==> src/sv/pfc_pkg.sv <==
// potential field classifier package: mode codes, controller states,
// controller/datapath command and status structs, fixed-point constants
`default_nettype none

package pfc_pkg;

    typedef enum logic [1:0] {
        MODE_CLEAR    = 2'd0,
        MODE_LOAD     = 2'd1,
        MODE_CLASSIFY = 2'd2
    } t_mode;

    typedef enum logic [3:0] {
        ST_IDLE,
        ST_READ,
        ST_DIFF,
        ST_SQUARE,
        ST_ROOT_INIT,
        ST_ROOT,
        ST_DIV_INIT,
        ST_DIV,
        ST_ACC,
        ST_OUT
    } t_state;

    typedef struct packed {
        logic clear;
        logic load;
        logic start;
        logic rd;
        logic diff;
        logic square;
        logic root_init;
        logic root_step;
        logic div_init;
        logic div_step;
        logic accum;
        logic out_load;
    } t_cmd;

    typedef struct packed {
        logic count_zero;
        logic pt_last;
        logic step_last;
        logic out_busy;
    } t_sts;

    localparam int SCORE_W   = 24;
    localparam int TERM_W    = 17;
    localparam int FRAC_SH   = 16;
    localparam int DIV_STEPS = 25;
    localparam int ONE_Q8    = 256;
    localparam int STEP_W    = 5;

endpackage

`default_nettype wire

==> src/sv/pfc_in_if.sv <==
// input channel of the potential field classifier: valid, ready and item fields
// no dependencies
`default_nettype none

interface pfc_in_if #(
    parameter int COORD_BITS = 10
);
    logic                  valid;
    logic                  ready;
    logic [1:0]            mode;
    logic [COORD_BITS-1:0] x_coord;
    logic [COORD_BITS-1:0] y_coord;
    logic                  point_class;

    modport source(output valid, mode, x_coord, y_coord, point_class, input ready);
    modport sink(input valid, mode, x_coord, y_coord, point_class, output ready);
endinterface

`default_nettype wire

==> src/sv/pfc_out_if.sv <==
// result channel of the potential field classifier: valid, ready and result fields
// no dependencies
`default_nettype none

interface pfc_out_if;
    logic               valid;
    logic               ready;
    logic               pixel_class;
    logic signed [23:0] score;

    modport source(output valid, pixel_class, score, input ready);
    modport sink(input valid, pixel_class, score, output ready);
endinterface

`default_nettype wire

==> src/sv/potential_field_classifier.sv <==
// potential field classifier top level: joins controller and datapath to the
// input and result channels; uses pfc_pkg, pfc_in_if, pfc_out_if, pfc_ctrl, pfc_dp
//
// i_pix carries items: mode clear (empties the store), load (stores a labelled
// point, dropped once MAX_POINTS are held) or classify (pixel x, y). only
// classify produces a transaction on o_res: pixel_class and the signed Q7.16 score,
// class-0 potential sum minus class-1 sum, saturated to 24 bits
// clear and load are done from idle. classify walks the stored points one at
// a time through one distance, square-root and divider unit: per point the
// states read, diff, square, root init, COORD_BITS + 9 root steps, divide
// init, 25 divide steps and accumulate; after the last point (or at once
// with an empty store) an output state loads the result register
// one item is in work at a time; i_pix.ready is high only between items
// the result sits in an output register; while the receiver stalls the
// next items are accepted and a further classify waits at its end until the
// register frees
// reset empties the store and drops any pending result
`default_nettype none

module potential_field_classifier
    import pfc_pkg::*;
#(
    parameter int MAX_POINTS = 64,
    parameter int COORD_BITS = 10
) (
    input  wire logic  i_clk,
    input  wire logic  i_rst_n,
    pfc_in_if.sink     i_pix,
    pfc_out_if.source  o_res
);

    t_cmd cmd;
    t_sts sts;
    logic ready;

    pfc_ctrl u_ctrl (
        .i_clk   (i_clk),
        .i_rst_n (i_rst_n),
        .i_valid (i_pix.valid),
        .i_mode  (i_pix.mode),
        .i_sts   (sts),
        .o_ready (ready),
        .o_cmd   (cmd)
    );

    pfc_dp #(
        .MAX_POINTS (MAX_POINTS),
        .COORD_BITS (COORD_BITS)
    ) u_dp (
        .i_clk         (i_clk),
        .i_rst_n       (i_rst_n),
        .i_cmd         (cmd),
        .i_x           (i_pix.x_coord),
        .i_y           (i_pix.y_coord),
        .i_pc          (i_pix.point_class),
        .i_out_ready   (o_res.ready),
        .o_sts         (sts),
        .o_out_valid   (o_res.valid),
        .o_pixel_class (o_res.pixel_class),
        .o_score       (o_res.score)
    );

    assign i_pix.ready = ready;

    a_class_sign: assert property (@(posedge i_clk) disable iff (!i_rst_n)
        o_res.valid |-> (o_res.pixel_class == o_res.score[SCORE_W-1]))
        else $error("pixel class disagrees with score sign");

    a_classify_busy: assert property (@(posedge i_clk) disable iff (!i_rst_n)
        (i_pix.valid && i_pix.ready && (i_pix.mode == MODE_CLASSIFY)) |=> !i_pix.ready)
        else $error("classify did not hold off input");

    a_reset_out: assert property (@(posedge i_clk)
        !i_rst_n |=> !o_res.valid)
        else $error("result valid after reset");

endmodule

`default_nettype wire

==> src/sv/pfc_ctrl.sv <==
// potential field classifier controller: sequences clear, load and per-point
// classify steps; uses pfc_pkg
`default_nettype none

module pfc_ctrl
    import pfc_pkg::*;
(
    input  wire logic       i_clk,
    input  wire logic       i_rst_n,
    input  wire logic       i_valid,
    input  wire logic [1:0] i_mode,
    input  wire t_sts       i_sts,
    output logic            o_ready,
    output t_cmd            o_cmd
);

    t_state r_state;
    t_state n_state;

    always_ff @(posedge i_clk) begin
        if (!i_rst_n) begin
            r_state <= ST_IDLE;
        end else begin
            r_state <= n_state;
        end
    end

    always_comb begin
        n_state = r_state;
        o_cmd   = '0;
        o_ready = 1'b0;
        case (r_state)
            ST_IDLE: begin
                o_ready = 1'b1;
                if (i_valid) begin
                    case (t_mode'(i_mode))
                        MODE_CLEAR: o_cmd.clear = 1'b1;
                        MODE_LOAD:  o_cmd.load  = 1'b1;
                        MODE_CLASSIFY: begin
                            o_cmd.start = 1'b1;
                            n_state = i_sts.count_zero ? ST_OUT : ST_READ;
                        end
                        default: ;
                    endcase
                end
            end
            ST_READ: begin
                o_cmd.rd = 1'b1;
                n_state  = ST_DIFF;
            end
            ST_DIFF: begin
                o_cmd.diff = 1'b1;
                n_state    = ST_SQUARE;
            end
            ST_SQUARE: begin
                o_cmd.square = 1'b1;
                n_state      = ST_ROOT_INIT;
            end
            ST_ROOT_INIT: begin
                o_cmd.root_init = 1'b1;
                n_state         = ST_ROOT;
            end
            ST_ROOT: begin
                o_cmd.root_step = 1'b1;
                if (i_sts.step_last) begin
                    n_state = ST_DIV_INIT;
                end
            end
            ST_DIV_INIT: begin
                o_cmd.div_init = 1'b1;
                n_state        = ST_DIV;
            end
            ST_DIV: begin
                o_cmd.div_step = 1'b1;
                if (i_sts.step_last) begin
                    n_state = ST_ACC;
                end
            end
            ST_ACC: begin
                o_cmd.accum = 1'b1;
                n_state     = i_sts.pt_last ? ST_OUT : ST_READ;
            end
            ST_OUT: begin
                if (!i_sts.out_busy) begin
                    o_cmd.out_load = 1'b1;
                    n_state        = ST_IDLE;
                end
            end
            default: n_state = ST_IDLE;
        endcase
    end

endmodule

`default_nettype wire

==> src/sv/pfc_dp.sv <==
// potential field classifier datapath: point memory, distance, shift-subtract
// root and reciprocal divider, accumulator, output register; uses pfc_pkg
`default_nettype none

module pfc_dp
    import pfc_pkg::*;
#(
    parameter int MAX_POINTS = 64,
    parameter int COORD_BITS = 10
) (
    input  wire logic                  i_clk,
    input  wire logic                  i_rst_n,
    input  wire t_cmd                  i_cmd,
    input  wire logic [COORD_BITS-1:0] i_x,
    input  wire logic [COORD_BITS-1:0] i_y,
    input  wire logic                  i_pc,
    input  wire logic                  i_out_ready,
    output t_sts                       o_sts,
    output logic                       o_out_valid,
    output logic                       o_pixel_class,
    output logic signed [SCORE_W-1:0]  o_score
);

    localparam int C     = COORD_BITS;
    localparam int AW    = (MAX_POINTS > 1) ? $clog2(MAX_POINTS) : 1;
    localparam int CW    = $clog2(MAX_POINTS + 1);
    localparam int EW    = 2 * C + 1;
    localparam int RW    = C + 9;
    localparam int VW    = 2 * RW;
    localparam int DW    = RW + 1;
    localparam int AW0   = TERM_W + CW + 1;
    localparam int ACC_W = (AW0 > SCORE_W + 1) ? AW0 : SCORE_W + 1;

    logic [EW-1:0]           r_mem [MAX_POINTS];
    logic [CW-1:0]           r_count;
    logic [CW-1:0]           r_idx;
    logic [C-1:0]            r_px;
    logic [C-1:0]            r_py;
    logic [EW-1:0]           r_rd;
    logic [C-1:0]            r_dx;
    logic [C-1:0]            r_dy;
    logic [2*C-1:0]          r_sqx;
    logic [2*C-1:0]          r_sqy;
    logic [VW-1:0]           r_v;
    logic [RW+1:0]           r_rem;
    logic [RW-1:0]           r_root;
    logic [DW-1:0]           r_den;
    logic [DW-1:0]           r_drem;
    logic [TERM_W-1:0]       r_q;
    logic [STEP_W-1:0]       r_step;
    logic signed [ACC_W-1:0] r_acc;
    logic                    r_ovalid;
    logic                    r_opc;
    logic [SCORE_W-1:0]      r_oscore;

    logic [C-1:0]            rd_x;
    logic [C-1:0]            rd_y;
    logic [RW+2:0]           rem_sh;
    logic [RW+2:0]           trial;
    logic                    rge;
    logic [DW:0]             dsh;
    logic                    dge;
    logic signed [ACC_W-1:0] term_ext;
    logic [ACC_W-SCORE_W:0]  acc_hi;
    logic [SCORE_W-1:0]      sat;
    logic                    full;

    assign rd_x     = r_rd[EW-1 -: C];
    assign rd_y     = r_rd[C:1];
    assign full     = (r_count == CW'(MAX_POINTS));
    assign rem_sh   = {r_rem[RW:0], r_v[VW-1 -: 2]};
    assign trial    = {1'b0, r_root, 2'b01};
    assign rge      = (rem_sh >= trial);
    assign dsh      = {r_drem, (r_step == STEP_W'(DIV_STEPS - 1))};
    assign dge      = (dsh >= {1'b0, r_den});
    assign term_ext = $signed({{(ACC_W - TERM_W){1'b0}}, r_q});
    assign acc_hi   = r_acc[ACC_W-1:SCORE_W-1];

    always_comb begin
        if ((&acc_hi) || !(|acc_hi)) begin
            sat = r_acc[SCORE_W-1:0];
        end else if (r_acc[ACC_W-1]) begin
            sat = {1'b1, {(SCORE_W - 1){1'b0}}};
        end else begin
            sat = {1'b0, {(SCORE_W - 1){1'b1}}};
        end
    end

    always_ff @(posedge i_clk) begin
        if (i_cmd.load && !full) begin
            r_mem[r_count[AW-1:0]] <= {i_x, i_y, i_pc};
        end
        if (i_cmd.rd) begin
            r_rd <= r_mem[r_idx[AW-1:0]];
        end
    end

    always_ff @(posedge i_clk) begin
        if (!i_rst_n) begin
            r_count <= '0;
        end else if (i_cmd.clear) begin
            r_count <= '0;
        end else if (i_cmd.load && !full) begin
            r_count <= r_count + CW'(1);
        end
    end

    always_ff @(posedge i_clk) begin
        if (i_cmd.start) begin
            r_px  <= i_x;
            r_py  <= i_y;
            r_idx <= '0;
            r_acc <= '0;
        end
        if (i_cmd.diff) begin
            r_dx <= (r_px > rd_x) ? r_px - rd_x : rd_x - r_px;
            r_dy <= (r_py > rd_y) ? r_py - rd_y : rd_y - r_py;
        end
        if (i_cmd.square) begin
            r_sqx <= {{C{1'b0}}, r_dx} * {{C{1'b0}}, r_dx};
            r_sqy <= {{C{1'b0}}, r_dy} * {{C{1'b0}}, r_dy};
        end
        if (i_cmd.root_init) begin
            r_v    <= {1'b0, {1'b0, r_sqx} + {1'b0, r_sqy}, {FRAC_SH{1'b0}}};
            r_rem  <= '0;
            r_root <= '0;
            r_step <= STEP_W'(RW - 1);
        end
        if (i_cmd.root_step) begin
            r_rem  <= rge ? (RW + 2)'(rem_sh - trial) : rem_sh[RW+1:0];
            r_root <= {r_root[RW-2:0], rge};
            r_v    <= {r_v[VW-3:0], 2'b00};
            r_step <= r_step - STEP_W'(1);
        end
        if (i_cmd.div_init) begin
            r_den  <= DW'(ONE_Q8) + {1'b0, r_root};
            r_drem <= '0;
            r_q    <= '0;
            r_step <= STEP_W'(DIV_STEPS - 1);
        end
        if (i_cmd.div_step) begin
            r_drem <= dge ? DW'(dsh - {1'b0, r_den}) : dsh[DW-1:0];
            r_q    <= {r_q[TERM_W-2:0], dge};
            r_step <= r_step - STEP_W'(1);
        end
        if (i_cmd.accum) begin
            r_acc <= r_rd[0] ? r_acc - term_ext : r_acc + term_ext;
            r_idx <= r_idx + CW'(1);
        end
    end

    always_ff @(posedge i_clk) begin
        if (!i_rst_n) begin
            r_ovalid <= 1'b0;
        end else if (i_cmd.out_load) begin
            r_ovalid <= 1'b1;
        end else if (i_out_ready) begin
            r_ovalid <= 1'b0;
        end
    end

    always_ff @(posedge i_clk) begin
        if (i_cmd.out_load) begin
            r_oscore <= sat;
            r_opc    <= sat[SCORE_W-1];
        end
    end

    assign o_sts.count_zero = (r_count == '0);
    assign o_sts.pt_last    = ((r_idx + CW'(1)) == r_count);
    assign o_sts.step_last  = (r_step == '0);
    assign o_sts.out_busy   = r_ovalid && !i_out_ready;
    assign o_out_valid      = r_ovalid;
    assign o_pixel_class    = r_opc;
    assign o_score          = $signed(r_oscore);

endmodule

`default_nettype wire

==> src/flat_wrapper.sv <==
// flat-port wrapper written by rule: the top's interface ports become plain ports
module potential_field_classifier_flat import pfc_pkg::*;
#(
    parameter int MAX_POINTS = 64,
    parameter int COORD_BITS = 10
)
  (i_clk, i_rst_n, i_pix_valid, i_pix_mode, i_pix_x_coord, i_pix_y_coord, i_pix_point_class, i_pix_ready, o_res_valid, o_res_pixel_class, o_res_score, o_res_ready);
  pfc_in_if #(.COORD_BITS(COORD_BITS)) i_pix_i ();
  pfc_out_if o_res_i ();
  input  wire logic i_clk;
  input  wire logic i_rst_n;
  input wire logic [$bits(i_pix_i.valid)-1:0] i_pix_valid;
  input wire logic [$bits(i_pix_i.mode)-1:0] i_pix_mode;
  input wire logic [$bits(i_pix_i.x_coord)-1:0] i_pix_x_coord;
  input wire logic [$bits(i_pix_i.y_coord)-1:0] i_pix_y_coord;
  input wire logic [$bits(i_pix_i.point_class)-1:0] i_pix_point_class;
  output wire logic [$bits(i_pix_i.ready)-1:0] i_pix_ready;
  output wire logic [$bits(o_res_i.valid)-1:0] o_res_valid;
  output wire logic [$bits(o_res_i.pixel_class)-1:0] o_res_pixel_class;
  output wire logic [$bits(o_res_i.score)-1:0] o_res_score;
  input wire logic [$bits(o_res_i.ready)-1:0] o_res_ready;
  assign i_pix_i.valid = i_pix_valid;
  assign i_pix_i.mode = i_pix_mode;
  assign i_pix_i.x_coord = i_pix_x_coord;
  assign i_pix_i.y_coord = i_pix_y_coord;
  assign i_pix_i.point_class = i_pix_point_class;
  assign i_pix_ready = i_pix_i.ready;
  assign o_res_valid = o_res_i.valid;
  assign o_res_pixel_class = o_res_i.pixel_class;
  assign o_res_score = o_res_i.score;
  assign o_res_i.ready = o_res_ready;
  potential_field_classifier #(.MAX_POINTS(MAX_POINTS), .COORD_BITS(COORD_BITS)) u_core (.i_clk(i_clk), .i_rst_n(i_rst_n), .i_pix(i_pix_i), .o_res(o_res_i));
endmodule
==> config.mk <==
export PLATFORM = sky130hd
export DESIGN_NAME = potential_field_classifier_flat
export DESIGN_NICKNAME = d
export VERILOG_FILES = /design/src/sv/pfc_pkg.sv /design/src/sv/pfc_in_if.sv /design/src/sv/pfc_out_if.sv /design/src/sv/potential_field_classifier.sv /design/src/sv/pfc_ctrl.sv /design/src/sv/pfc_dp.sv /design/src/flat_wrapper.sv
export SDC_FILE = /design/constraint.sdc
export NUM_CORES = 2
export LEC_CHECK = 0
export BUFFER_PORTS_ARGS = -buffer_cell sky130_fd_sc_hd__buf_2
export CAP_MARGIN = 0
export CORE_MARGIN = 10
export CORE_UTILIZATION = 45
export DETAILED_ROUTE_END_ITERATION = 12
export SYNTH_ARGS = -nofsm -noshare
export SYNTH_HDL_FRONTEND = slang
export SYNTH_SLANG_ARGS = --single-unit
==> constraint.sdc <==
create_clock -name i_clk -period 7.1 [get_ports i_clk]
set_input_delay 0.355 -clock i_clk [delete_from_list [all_inputs] [get_ports i_clk]]
set_output_delay 0.355 -clock i_clk [all_outputs]
set_load 0.1 [all_outputs]
==> impl_metrics.json <==
{
  "initial_utilization_pct": 45.4,
  "fin_crit_sh_pct": 75.5,
  "irDropWorstVdd_mv": 0.735,
  "powerDensity_mw_per_mm2": 384,
  "critical_path_peak_fanout": 12,
  "die_w_um": 423,
  "io_pins": 54,
  "synth.distinct_cells": 80,
  "port_buffers": 53,
  "grt_first_pass_wirelength_um": 249000,
  "yosysSeqAreaShare_pct": 67.1,
  "wl_met3_um": 10400,
  "grt_pass1_vias": 38200,
  "drc_errors": 0,
  "cts.clk_slew.worst_paths_ns": 0.06,
  "crit_arrival_ns": 5.86,
  "yosys_register_bits": 1634,
  "fin_area_mm2": 0.0816,
  "drtAntennaViolNets": 0,
  "clock_sinks": 1634,
  "fin_crit_ns": 5.36,
  "setup.worst_path.end_class": "register",
  "clk_path_buf_depth": 3,
  "wl_met1_um": 70500,
  "wl_met2_um": 80600,
  "die_area_mm2": 0.179,
  "die_y_um": 423,
  "slew_viol_final": 0,
  "max_slew.worst_pin.slew_ns": 1.24,
  "rows": 147,
  "path_class": "register to register",
  "synth_edf_count": 1622,
  "synth_area_mm2": 0.0729,
  "synth.net_count": 4394,
  "maxCapViolations": 0,
  "antenna_found_initial": 22,
  "drtPass1Iterations": 6,
  "leakagePower_nw": 27.7,
  "numCtsBuffers": 169,
  "syn-instance-count": 4042,
  "grt_usage_pct": 18.6,
  "rsz0062_at_grt": "no",
  "grt_overflow_total": 0,
  "htree_num_levels": 4,
  "setup_viol_count_final": 0,
  "cts_resized": 0,
  "hold_path.class": "input port to register",
  "wl_per_cell_um": 25.7,
  "clock.fmax_ghz": 0.186,
  "finish.utilization_pct": 50.8,
  "avgViaCountPerCell": 5.65,
  "grt_max_degree": 129,
  "area_delta_synth_final_pct": 11.9,
  "insertion_delay_ns": 0.81,
  "vias": 36800,
  "highest_layer": "met5",
  "syn_avg_cell_area_um2": 18.0,
  "nets": 4564,
  "drive_above_1_share_pct": 21.6,
  "drtIter0Drc": 3616,
  "finalSetupTns_ns": 0,
  "seqCellArea_mm2": 0.0489,
  "cts_root_buf": "clkbuf_16",
  "async_flop_share_pct": 0,
  "nFillCells": 13200,
  "finClkSkew_ns": 0.0527,
  "timing.critical_path.from_type": "register",
  "dpl_cell_area_mm2": 0.0763,
  "place.gp.congestion": 0.809,
  "multiInputGateArea_mm2": 0.0226,
  "synth-warning-count": 0,
  "max_slew_margin_pct": 17.3,
  "core_mm2": 0.161,
  "cts_tree": "built",
  "hpwlAfterDp_um": 95100,
  "worst_ep_required_time_ns": 7.59,
  "wirelength_um": 167000,
  "synth_ff_type": "edfxtp_1",
  "status": "finished clean",
  "finalHoldViolations": 0
}
-- critical path, stage by stage, from the launching register on --
cell      delay, ns
edfxtp_1       0.57
and2_1         0.29
fa_1           0.46
fa_1           0.55
inv_1          0.06
fa_1           0.49
fa_1           0.49
inv_1          0.05
fa_1           0.44
ha_1           0.35
o21ai_0        0.10
nand2b_1       0.08
o31a_1         0.15
a41oi_1        0.18
a211oi_1       0.39
o21a_1         0.21
o21a_1         0.14
o211ai_1       0.09
-- layer usage --
layer,global-route usage (%),up-vias
met2,30.3,974
met3,3.98,266
met5,0,-
met1,25.0,19300
met4,6.13,18
li1,-,16200
-- cell type report --
class                           count  share of cell area, %
Timing Repair Buffer              163                   1.46
Clock inverter                     90                  0.948
Clock buffer                      219                   5.54
Sequential cell                  1634                   60.0
Multi-Input combinational cell   2017                   27.7
Antenna cell                        6                 0.0184
Inverter                          227                   1.04
Tap cell                         2160                   3.31
-- registers in the layout (all words and copies together) (netlist names) --
signal	count
u_core.u_dp.r_px	10
u_core.u_dp.r_count	7
u_core.u_dp.r_sqx	19
u_core.u_dp.r_sqy	19
u_core.u_dp.r_idx	7
u_core.u_dp.o_out_valid	1
u_core.u_dp.r_py	10
u_core.u_dp.r_root	19
u_core.u_dp.o_score	23
u_core.u_dp.r_dy	10
u_core.u_dp.r_dx	10
u_core.u_dp.r_v	22
u_core.u_dp.r_q	17
u_core.u_dp.r_acc	25
u_core.u_dp.r_drem	20
u_core.u_dp.r_den	20
u_core.u_dp.r_rd	21
u_core.u_dp.r_step	5
u_core.u_dp.r_mem	1344
u_core.u_ctrl.r_state	4
u_core.u_dp.o_pixel_class	1
u_core.u_dp.r_rem	20
-- cells in the mapped netlist (3+ instances only) --
library cell / instances / area [µm²]
edfxtp_1: 1622 / 48700
mux4_2: 441 / 9930
nor2_1: 229 / 860
inv_1: 226 / 848
ha_1: 224 / 2800
nand2_1: 123 / 462
a21oi_1: 117 / 586
xnor2_1: 114 / 998
fa_1: 101 / 2020
clkbuf_1: 94 / 353
and2_1: 84 / 526
a21o_1: 72 / 541
o21ai_0: 62 / 310
mux2i_1: 47 / 470
nor3_1: 42 / 210
xor2_1: 42 / 368
nand3_1: 39 / 195
nor2b_1: 31 / 194
buf_2: 28 / 140
nand2b_1: 27 / 169
a211oi_1: 23 / 173
buf_1: 22 / 82.6
o21a_1: 20 / 150
o21bai_1: 20 / 150
and3_1: 19 / 119
buf_4: 13 / 97.6
dfxtp_1: 12 / 240
nand4_1: 12 / 75.1
or3_1: 12 / 75.1
a31oi_1: 11 / 68.8
o31ai_1: 8 / 60.1
o211ai_1: 7 / 52.6
and4_1: 6 / 52.6
buf_6: 6 / 67.6
nor4_1: 6 / 37.5
mux2_2: 5 / 56.3
o21ai_2: 5 / 43.8
nor3b_1: 4 / 30.0
o31a_1: 4 / 35.0
or2_2: 4 / 25.0
a21boi_0: 3 / 22.5
a221oi_1: 3 / 26.3
o21ai_1: 3 / 15.0
o22ai_1: 3 / 18.8
or4_1: 3 / 22.5
-- power breakdown --
part | total (mW) | switching (mW) | internal [mW]
registers | 11.7 | 0.226 | 11.4
clock network | 8.53 | 3.73 | 4.80
logic | 11.2 | 6.12 | 5.05
-- cells by family (layout without fill, tap and decap cells) --
group                      after synthesis  in the layout  share of synthesized area, %
DFF                                   1634           1634                          67.1
and+or+nand+nor                        657            657                          4.40
muxes                                  494            494                          14.4
buffers and inverters                  391            699                          2.19
AOI/OAI and AO/OA                      385            385                          3.45
adders and majority gates              325            325                          6.61
xor gates and xnor gates               156            156                          1.87
other                                    0              6                             0
-- worst paths after layout --
kind	start	endpoint	slack [ns]	cells after the start
worst max-delay path	u_core.u_dp.r_dy[7]	u_core.u_dp.r_sqy[19]	1.74	17
worst min-delay path	i_pix_mode[0]	u_core.u_dp.r_count[0]	0.17	4
worst max register to register	u_core.u_dp.r_dy[7]	u_core.u_dp.r_sqy[19]	1.74	17
worst min register to register	u_core.u_dp.r_root[2]	u_core.u_dp.r_den[2]	0.45	0
-- layout by cell type (no fill, tap or decap), drive strengths merged, types with 7 or more instances in the layout --
master and count:
nand2b 27, inv 232, and2 84, xnor2 114, a21oi 118, o21ai 71
o31ai 9, nand2 123, nand4 12, xor2 42, o211ai 7, nor2b 31
and3 19, mux2i 47, buf 162, fa 101, or3 13, mux4 441
a21o 72, a211oi 24, clkinvlp 7, a31oi 12, ha 224, clkbuf 219
bufinv 8, dfxtp 12, o21a 20, edfxtp 1622, nor3 43, clkinv 70
nor4 7, nand3 39, o21bai 20, nor2 229
-- stage by stage --
stage               hold slack, ns  total power, mW  std cells  worst slack [ns]
global route                 0.188             33.5       6511              1.40
floorplan                    0.426             20.5       4042              1.20
finish                       0.175             31.4       6516              1.74
CTS                          0.131             31.8       6510              1.73
global placement             0.450             23.1       6200              1.81
detailed placement           0.447             23.2       6200              1.73
-- repair_timing --
action / 4_1_cts / 5_1_grt
hold buffers: 1 / 0
setup buffers: 0 / 0
endpoints found under the hold margin: 4 / 0
Note: power is estimated with default switching activity, not from simulation.
